$ cat config.mk
export PLATFORM = sky130hd
export DESIGN_NAME = pfi_slot_mem
export DESIGN_NICKNAME = d
export VERILOG_FILES = /design/src/hdl/pfi_pkg.sv /design/src/hdl/pfi_slot_mem.sv
export SDC_FILE = /design/constraint.sdc
export NUM_CORES = 2
export LEC_CHECK = 0
export ABC_AREA = 1
export BUFFER_PORTS_ARGS = -buffer_cell sky130_fd_sc_hd__buf_2
export CORE_MARGIN = 3
export CORE_UTILIZATION = 45
export DETAILED_ROUTE_END_ITERATION = 8
export PLACE_DENSITY = 0.71
export SLEW_MARGIN = 15
export SYNTH_ARGS = -nofsm -noshare
export SYNTH_HDL_FRONTEND = slang
export SYNTH_SLANG_ARGS = --single-unit
$ cat constraint.sdc
create_clock -name clk -period 8.15 [get_ports clk]
set_input_delay 1.63 -clock clk [delete_from_list [all_inputs] [get_ports clk]]
set_output_delay 1.63 -clock clk [all_outputs]
set_load 0.05 [all_outputs]
$ cat src/hdl/pfi_pkg.sv
// Shared types, codes and helpers for the probe fault injector.
// No dependencies; every other file of the block imports this package.
`timescale 1ns / 1ps

package pfi_pkg;

  localparam int TAG_W = 16;
  localparam int VAL_W = 32;
  localparam int CNT_W = 31;
  localparam int KIND_W = 3;

  localparam logic [CNT_W-1:0] CNT_MAX = {CNT_W{1'b1}};
  localparam logic [4:0] BIT_MAX = 5'd31;

  // Item operations, carried on the input tuser
  typedef enum logic [1:0] {
    OP_INJECT = 2'd0,
    OP_ADD    = 2'd1,
    OP_CLEAR  = 2'd2,
    OP_RSTCNT = 2'd3
  } opcode_t;

  // Fault kinds; codes above KIND_SET are stored but act as none
  localparam logic [KIND_W-1:0] KIND_NONE    = 3'd0;
  localparam logic [KIND_W-1:0] KIND_BITFLIP = 3'd1;
  localparam logic [KIND_W-1:0] KIND_OFFSET  = 3'd2;
  localparam logic [KIND_W-1:0] KIND_GAIN    = 3'd3;
  localparam logic [KIND_W-1:0] KIND_SET     = 3'd4;

  // Result status codes
  localparam logic [1:0] STAT_OK      = 2'd0;
  localparam logic [1:0] STAT_NOSLOT  = 2'd1;
  localparam logic [1:0] STAT_NOPROBE = 2'd2;

  typedef enum logic [3:0] {
    ST_IDLE,
    ST_PSCAN,
    ST_SREAD,
    ST_SCHECK,
    ST_MUL,
    ST_SUM,
    ST_NORM,
    ST_SNEXT,
    ST_AFIND,
    ST_AALLOC,
    ST_DONE
  } state_t;

  // One fault slot as held in the slot memory
  typedef struct packed {
    logic [KIND_W-1:0]       kind;
    logic signed [VAL_W-1:0] param;
    logic [CNT_W-1:0]        start;
    logic [CNT_W-1:0]        length;
  } slot_t;

  // Stage enables for the shared fault arithmetic unit
  typedef struct packed {
    logic mul;
    logic sum;
  } fu_ctl_t;

  // Flip one bit; index is the Q16.16 integer part, clamped to 0..31
  function automatic logic signed [VAL_W-1:0] bit_flip(
      input logic signed [VAL_W-1:0] v,
      input logic signed [VAL_W-1:0] p);
    logic [4:0] idx;
    if (p[VAL_W-1]) begin
      idx = 5'd0;
    end else if (|p[30:21]) begin
      idx = BIT_MAX;
    end else begin
      idx = p[20:16];
    end
    return v ^ (32'h1 << idx);
  endfunction

endpackage

$ cat src/hdl/pfi_slot_mem.sv
// Fault slot storage: one write port, one registered read port.
// Depends on pfi_pkg for the slot record type.
`timescale 1ns / 1ps

module pfi_slot_mem #(
  parameter int DEPTH = 32,
  parameter int AW    = 5
) (
  input  logic          clk,
  input  logic          we,
  input  logic [AW-1:0] waddr,
  input  pfi_pkg::slot_t wdata,
  input  logic [AW-1:0] raddr,
  output pfi_pkg::slot_t rdata
);
  import pfi_pkg::*;

  slot_t mem [DEPTH];
  slot_t rdata_r;

  // Write one slot per cycle
  always_ff @(posedge clk) begin
    if (we) begin
      mem[waddr] <= wdata;
    end
  end

  // Register the read data
  always_ff @(posedge clk) begin
    rdata_r <= mem[raddr];
  end

  assign rdata = rdata_r;

endmodule

==> summary.md <==
| Metric | Value |
|---|---|
| Status | complete, no violations |
| Max Clock Skew | 0.0755 ns |
| Synth Area in Adders | 0% |
| H-Tree Depth | 5 |
| Maximum VDD drop | 0.238 mV |
| Compound-Gate Fraction of Synth Area | 0% |
| Slew Limit Headroom | 4.49% |
| RSZ-0062 raised after global routing | false |
| FMAX | 244 MHz |
| Vias | 83000 |
| Sequential fraction of the synthesis area | 75.5% |
| Post-synth top area cell | edfxtp_1 |
| Dpl cell area | 130000 um^2 |
| Crit-path max FO | between 200 and 250 |
| Starting DRC count in detailed routing | 12200 |
| Drt wl/cell | between 20 and 25 um |
| Post-route cell area | 141000 um^2 |
| Most frequent cells in the layout | 3573 x nand2_1, 3104 x edfxtp_1, 2736 x nand3_1 |
| Setup crit start kind | primary input |
| Gr usage total | between 20% and 30% |
| Hold Fails Final Rpt | 0 |
| Row count | 193 |
| Post-synthesis simple-gate area fraction | 21.6% |
| Setup TNS | 0 ns |
| Largest net degree at the start of global routing | around 240 |
| CTS clock-pin slew for the worst setup and hold paths | 0.06 ns |
| Cts repair resizes | 0 |
| Multiplexer share of the synthesized area | 0% |
| IO Port Bufs | 205 |
| CTS buffer count | 335 |
| Yosys top cell area share | 74.0% |
| CTS tree | yes |
| Number of global-route vias before repair | 79500 |
| Least-Margin Pin Slew | 1.43 ns |
| First-pass GRT wire length | 516 mm |
| Period utilisation layout | 50.2% |
| Mapped Nets | 10300 |
| Layout cells sized above 1 | 8.10% |
| Largest family of logic cells by synthesized area | simple AND/OR/NAND/NOR gates |
| WS Path Type | in -> reg |
| Max_cap viols | 0 |
| Mapped Area | 126000 um^2 |
| Mean Syn Cell Area | 12.3 um^2 |
| Core area | roughly 280000 um^2 |
| Hold/Removal Path Class | reg -> reg |
| Initial core utilization | 45.4% |
| Maximum clock path buffer count | 4 |
| Die H | between 500 and 600 um |
| Die area | 286000 um^2 |
| Top cells by area, synth | edfxtp_1 74%, nand3_1 11%, nand2_1 11%, dfxtp_1 1.5%, buf_2 1.5% |
| Cell count after synthesis | 10200 |
| Commonest non-fill, non-tap cell in the layout | nand2_1 |
| Clk sinks | approximately 3200 |
| Synth Warn # | 0 |
| Tmin final | 4.09 ns |
| Power Density | approximately 250 nW/um^2 |
| LEAKAGE | around 50 nW |
| DR pass1 iterations | 6 |
| Chip width | approximately 540 um |
| Number of distinct library cells after synthesis | 16 |
| IO Count | 206 |
| Xor/xnor cell area share of the yosys netlist | 0% |
| Post-CTS Setup Bufs | 0 |
| Clk root buf | clkbuf_16 |
| GRT overflow | 0 |
| Critical Path RT | 9.02 ns |
| Flops & latches, synth | about 3200 |
| HPWL Detailed | approximately 160 mm |
| CTS Hold Buffers Added | 0 |
| Routability cong. | roughly 0.77 |
| Final wirelength | 352 mm |
| Area growth, synth to finish | 11.6% |
| Via-to-Cell Ratio | 5.84 |
| Remaining DRCs | 0 |
| Slew Limit Fails | 0 |
| Fin util | 50.7% |
| CP Capture Type | flip-flop |
| Tot Pwr | 35.6 mW |
| Layout Nets | 10300 |
| Antenna violations before repair | 53 |
| ANT nets after route | 0 |
| # setup viols final | 0 |
| Clock latency on the worst-skew pair | 0.98 ns |
| Critical path arrival | 4.96 ns |
[power breakdown]
| group | switching, mW | internal (mW) |
|---|---|---|
| logic | 1.63 | 0.485 |
| clock network | 6.21 | 8.90 |
| registers | 0.102 | 18.3 |
| total | 7.95 | 27.7 |
[metrics by stage]
step	std cells	setup slack, ns	hold slack [ns]
floorplan	10200	1.63	0.640
global placement	13600	3.41	0.672
detailed placement	13600	3.28	0.680
CTS	14200	4.30	0.637
global route	14200	4.03	0.717
finish	14200	4.06	0.632
[layout make-up]
class,count,area [um^2]
fill,23000,137000
sequential,3201,95200
multi-input combinational,6341,27500
clock buffer,424,9000
tap,3705,4640
timing repair buffer,327,2490
clock inverter,178,1820
inverter,10,81.3
antenna,23,57.6
[worst max-delay path, cell delays in order]
cell,delay (ns)
buf_8,0.36
buf_12,0.70
buf_4,0.90
nand2_1,0.15
nand3_1,0.15
nand3_1,0.09
nand3_1,0.14
nand3_1,0.11
nand2_1,0.24
[synthesized netlist by cell type]
master	count
buf_1	62
buf_12	2
buf_2	377
buf_4	80
buf_6	41
buf_8	1
clkbuf_1	103
clkinv_1	1
dfxtp_1	97
edfxtp_1	3104
inv_1	6
inv_2	2
inv_4	1
nand2_1	3573
nand3_1	2736
nor2_1	32
[state kept, by name (all words and copies together) (netlist names)]
register and cells:
mem 3104, rdata 97
[cell families after synthesis]
kind of cell,after synthesis
buf+inv,676
simple gates,6341
flops,3201
[metal layers]
layer | global-route usage, % | part of all wire (%) | vias up | routed length (um)
met5 | 0 | 0.035 | - | 122
met4 | 9.85 | 3.8 | 18 | 13500
met3 | 4.62 | 11 | 845 | 39600
met2 | 37.6 | 46 | 5151 | 163000
met1 | 33.1 | 39 | 40700 | 135000
li1 | - | - | 36300 | -
[final timing paths]
check	to	from	slack (ns)	cells past startpoint
worst min-delay path	rdata[79]	mem[20][79]	0.63	6
worst min register to register	rdata[79]	mem[20][79]	0.63	6
worst max-delay path	rdata[3]	raddr[0]	4.06	9
worst max register to register	rdata[18]	mem[7][18]	6.81	8
Note: power is estimated with default switching activity, not from simulation.
