==> src/hdl/pfi_pkg.sv <==
// Shared types, codes and helpers for the probe fault injector.
// No dependencies; every other file of the block imports this package.
`timescale 1ns / 1ps

package pfi_pkg;

  localparam int TAG_W = 16;
  localparam int VAL_W = 32;
  localparam int CNT_W = 31;
  localparam int KIND_W = 3;

  localparam logic [CNT_W-1:0] CNT_MAX = {CNT_W{1'b1}};
  localparam logic [4:0] BIT_MAX = 5'd31;

  // Item operations, carried on the input tuser
  typedef enum logic [1:0] {
    OP_INJECT = 2'd0,
    OP_ADD    = 2'd1,
    OP_CLEAR  = 2'd2,
    OP_RSTCNT = 2'd3
  } opcode_t;

  // Fault kinds; codes above KIND_SET are stored but act as none
  localparam logic [KIND_W-1:0] KIND_NONE    = 3'd0;
  localparam logic [KIND_W-1:0] KIND_BITFLIP = 3'd1;
  localparam logic [KIND_W-1:0] KIND_OFFSET  = 3'd2;
  localparam logic [KIND_W-1:0] KIND_GAIN    = 3'd3;
  localparam logic [KIND_W-1:0] KIND_SET     = 3'd4;

  // Result status codes
  localparam logic [1:0] STAT_OK      = 2'd0;
  localparam logic [1:0] STAT_NOSLOT  = 2'd1;
  localparam logic [1:0] STAT_NOPROBE = 2'd2;

  typedef enum logic [3:0] {
    ST_IDLE,
    ST_PSCAN,
    ST_SREAD,
    ST_SCHECK,
    ST_MUL,
    ST_SUM,
    ST_NORM,
    ST_SNEXT,
    ST_AFIND,
    ST_AALLOC,
    ST_DONE
  } state_t;

  // One fault slot as held in the slot memory
  typedef struct packed {
    logic [KIND_W-1:0]       kind;
    logic signed [VAL_W-1:0] param;
    logic [CNT_W-1:0]        start;
    logic [CNT_W-1:0]        length;
  } slot_t;

  // Stage enables for the shared fault arithmetic unit
  typedef struct packed {
    logic mul;
    logic sum;
  } fu_ctl_t;

  // Flip one bit; index is the Q16.16 integer part, clamped to 0..31
  function automatic logic signed [VAL_W-1:0] bit_flip(
      input logic signed [VAL_W-1:0] v,
      input logic signed [VAL_W-1:0] p);
    logic [4:0] idx;
    if (p[VAL_W-1]) begin
      idx = 5'd0;
    end else if (|p[30:21]) begin
      idx = BIT_MAX;
    end else begin
      idx = p[20:16];
    end
    return v ^ (32'h1 << idx);
  endfunction

endpackage

==> src/hdl/pfi_fault_unit.sv <==
// Shared fault arithmetic: one 32x32 multiplier, a Q16.16 sum stage and a
// truncate-and-saturate stage. Depends on pfi_pkg.
`timescale 1ns / 1ps

module pfi_fault_unit (
  input  logic                    clk,
  input  pfi_pkg::fu_ctl_t        ctl,
  input  logic [2:0]              kind,
  input  logic signed [31:0]      param,
  input  logic signed [31:0]      value,
  output logic signed [31:0]      result
);
  import pfi_pkg::*;

  logic signed [31:0] op_a;
  logic signed [31:0] op_b;
  logic signed [63:0] mul;
  logic signed [63:0] prod_r;
  logic signed [31:0] addend_r;
  logic signed [63:0] sum_r;
  logic signed [63:0] biased;
  logic signed [63:0] shifted;

  // Gain: value*param; offset: value*65536 + param; set: 1*param
  always_comb begin
    op_a = (kind == KIND_SET) ? 32'sd1 : value;
    op_b = (kind == KIND_OFFSET) ? 32'sd65536 : param;
    mul  = op_a * op_b;
  end

  // Multiply stage, then add the offset term
  always_ff @(posedge clk) begin
    if (ctl.mul) begin
      prod_r   <= mul;
      addend_r <= (kind == KIND_OFFSET) ? param : 32'sd0;
    end
    if (ctl.sum) begin
      sum_r <= prod_r + {{32{addend_r[31]}}, addend_r};
    end
  end

  // Drop the fraction toward zero and saturate to 32 bits
  always_comb begin
    biased  = sum_r + (sum_r[63] ? 64'sd65535 : 64'sd0);
    shifted = biased >>> 16;
    if (&shifted[63:31] || ~|shifted[63:31]) begin
      result = shifted[31:0];
    end else if (shifted[63]) begin
      result = 32'sh8000_0000;
    end else begin
      result = 32'sh7FFF_FFFF;
    end
  end

endmodule

==> config.mk <==
export PLATFORM = sky130hd
export DESIGN_NAME = pfi_fault_unit
export DESIGN_NICKNAME = d
export VERILOG_FILES = /design/src/hdl/pfi_pkg.sv /design/src/hdl/pfi_fault_unit.sv
export SDC_FILE = /design/constraint.sdc
export NUM_CORES = 2
export LEC_CHECK = 0
export ABC_AREA = 0
export BUFFER_PORTS_ARGS = -buffer_cell sky130_fd_sc_hd__buf_2
export CORE_ASPECT_RATIO = 1.2
export CORE_MARGIN = 5
export CORE_UTILIZATION = 65
export CTS_CLUSTER_SIZE = 25
export DETAILED_ROUTE_END_ITERATION = 12
export GPL_TIMING_DRIVEN = 0
export PLACE_DENSITY = 0.82
export SLEW_MARGIN = 20
export SYNTH_ARGS = -nofsm -noshare
export SYNTH_HDL_FRONTEND = slang
export SYNTH_SLANG_ARGS = --single-unit
==> constraint.sdc <==
create_clock -name clk -period 22.1 [get_ports clk]
set_input_delay 4.42 -clock clk [delete_from_list [all_inputs] [get_ports clk]]
set_output_delay 4.42 -clock clk [all_outputs]
set_load 0.005 [all_outputs]
==> flow_summary.ini <==
[status]
status = complete, no violations

[route]
wire_per_inst_microns = 28.83
wl_microns = 174200
ant_nets = 0
drt-initial-drc-count = 4195
vias = 38170
remaining_drc_errors = 0
detail_route.vias_per_cell = 6.318
first_pass_iters = 7

[timing]
worst_pin_slew_ns = 1.336
slew_viol_final = 0
tns_ns = 0
rsz0062_at_grt = no
fmax_mhz = 60.74
period_needed_ns = 16.46
setup-violations-final = 0
period_share_pct = 74.50
clock_skew_ns = 0.01304
finalHoldViolations = 0
max_slew_margin_pct = 10.91

[worst_setup_path]
cp-end-kind = register
slowest_stage = a311oi_1
cp.buffers_inverters = 7
crit_family = adder cells
crit_top_cell = fa_1
cp_slowest_stage_delay_ns = 0.87
arrival_ns = 16.65
worstSetupPathType = in -> reg
cp.required_ns = 22.28
cp_max_fo = 11
setup.worst_path.start_class = input port

[floorplan]
ios = 102
die_x_microns = 252.6
initial_core_util_pct = 65.67
dieArea_sq_um = 76050
std_cell_rows = 106
core_sq_um = 69890
die_h_microns = 301.1

[clock_tree]
htreeDepth = 4
cts_tree = built
postCtsSetupRepairBufs = 0
cts_made_buffers = 17
cts.path.max_buffers = 2
cts.sinks = 160
clk_pin_slew_ns = 0.07
ctsResizeCount = 0
root_buffer = clkbuf_16
holdBufCountCts = 0
clkLatencyLatePin_ns = 0.45

[synthesis]
synth_ff_type = edfxtp_1
synthesis.instances = 4975
syn_avg_cell_area_sq_um = 9.225
yosysSeqAreaShare_pct = 10.47
synth_edf_count = 160
synth_fp_nets = 6390
ys_async_sr_fraction_pct = 0
ys_warn_count = 0
netlist_area_sq_um = 45900
ys_ff_latch = 160
synth.distinct_cells = 81

[cells_and_area]
final-seq-area_sq_um = 4805
multi_input_area_sq_um = 36340
syn2layout_area_growth_pct = 5.120
drive_gt1_share_pct = 3.894
fin_util_pct = 69.03
layout_common_cells = fa_1 (1082), inv_1 (1015), nand2_1 (628), nor2_1 (617), ha_1 (262)
final_common_cell = fa_1
layout.nets = 6512
n_fill_cell = 5565

[min_path]
min_path_type = reg -> reg

[global_route]
grt_max_degree = 67
overflow = 0
track_usage_pct = 46.38
antenna_found_initial = 12
grt_pass1_wl_microns = 252900
first_global_vias = 39570

[job]
maxCapViolations = 0

[placement]
routabilityCongestion = 1.160
dp_hpwl_microns = 144200
port_buffers = 101
path summary, 6_finish.rpt:
kind                     from    endpoint  slack (ns)  depth (start not counted)
setup / recovery      kind[1]  prod_r[63]        5.64                         30
hold / removal    addend_r[0]    sum_r[0]        0.57                          1
setup reg to reg   prod_r[15]   sum_r[57]       18.02                         12
hold reg to reg   addend_r[0]    sum_r[0]        0.57                          1
registers in the layout, summed over array words and instances (netlist names):
register / count
prod_r: 64
sum_r: 64
addend_r: 32
layer usage:
metal	track usage (%)	routed length (microns)	vias up
met2	68.81	73850	3028
met3	17.34	26300	939
met1	56.06	56520	18830
li1	-	-	15360
met5	0	55	-
met4	32.82	17440	8
cells by family after synthesis:
logic type | count (synthesis) | synth area share, %
flops | 160 | 10.47
buf+inv | 1256 | 10.38
simple gates | 1560 | 14.36
xor+xnor | 163 | 3.111
mux | 8 | 0.1854
compound gates | 483 | 7.110
fa+ha+maj | 1345 | 54.38
metrics by stage:
step	area (sq um)	hold WS, ns	instances	setup WS (ns)
after CTS	48180	0.5769	6027	6.333
after global routing	48210	0.6079	6028	5.784
after global placement	47550	0.5327	5994	5.918
after detailed placement	47590	0.5548	5995	5.903
final	48250	0.5692	6041	5.635
after floorplan	45900	0.5128	4975	9.337
final cells by class:
class                      instances  share of cell area, %
antenna                           13                0.06743
buffer                           241                  1.981
clock buffer                      17                 0.8817
clock inverter                    15                 0.3553
inverter                        1015                  7.897
multi-input combinational       3559                  75.33
sequential                       160                  9.959
tap                              918                  2.381
timing repair buffer             103                  1.146
synthesized netlist by cell type, types with 4 or more instances:
master,number,area [sq um]
nand2_1,628,2357
nand2b_1,18,112.6
a21o_1,76,570.6
o21a_1,21,157.7
edfxtp_1,160,4805
o31ai_2,4,50.05
mux2i_1,7,70.07
or3_1,6,37.54
nand4_1,23,143.9
inv_1,1015,3810
a221o_1,4,40.04
a21oi_1,129,645.6
and2_1,64,400.4
a211oi_1,16,120.1
a31oi_1,22,137.6
o211ai_1,14,105.1
clkbuf_1,223,837.1
ha_1,262,3278
a31o_2,4,35.03
or2_2,5,31.28
a2111oi_0,6,52.55
a221oi_1,4,35.03
o211a_1,5,50.05
o21ai_2,27,236.5
nand3_1,62,310.3
and2_0,4,25.02
xnor2_1,103,902.1
o21ai_1,14,70.07
o2111ai_1,5,43.79
fa_1,1083,21680
and3_1,56,350.3
nor2_1,618,2320
nor2b_1,24,150.1
a41oi_1,4,35.03
xor2_1,60,525.5
o21bai_1,22,165.2
nor3_1,21,105.1
nor4_1,7,43.79
o21ai_0,60,300.3
nor3b_1,7,52.55
buf_1,11,41.29
o31ai_1,10,75.07
Power is left out: the tool's default activity adds up to more than one toggle a clock period on the data nets, which glitch-free logic cannot reach.
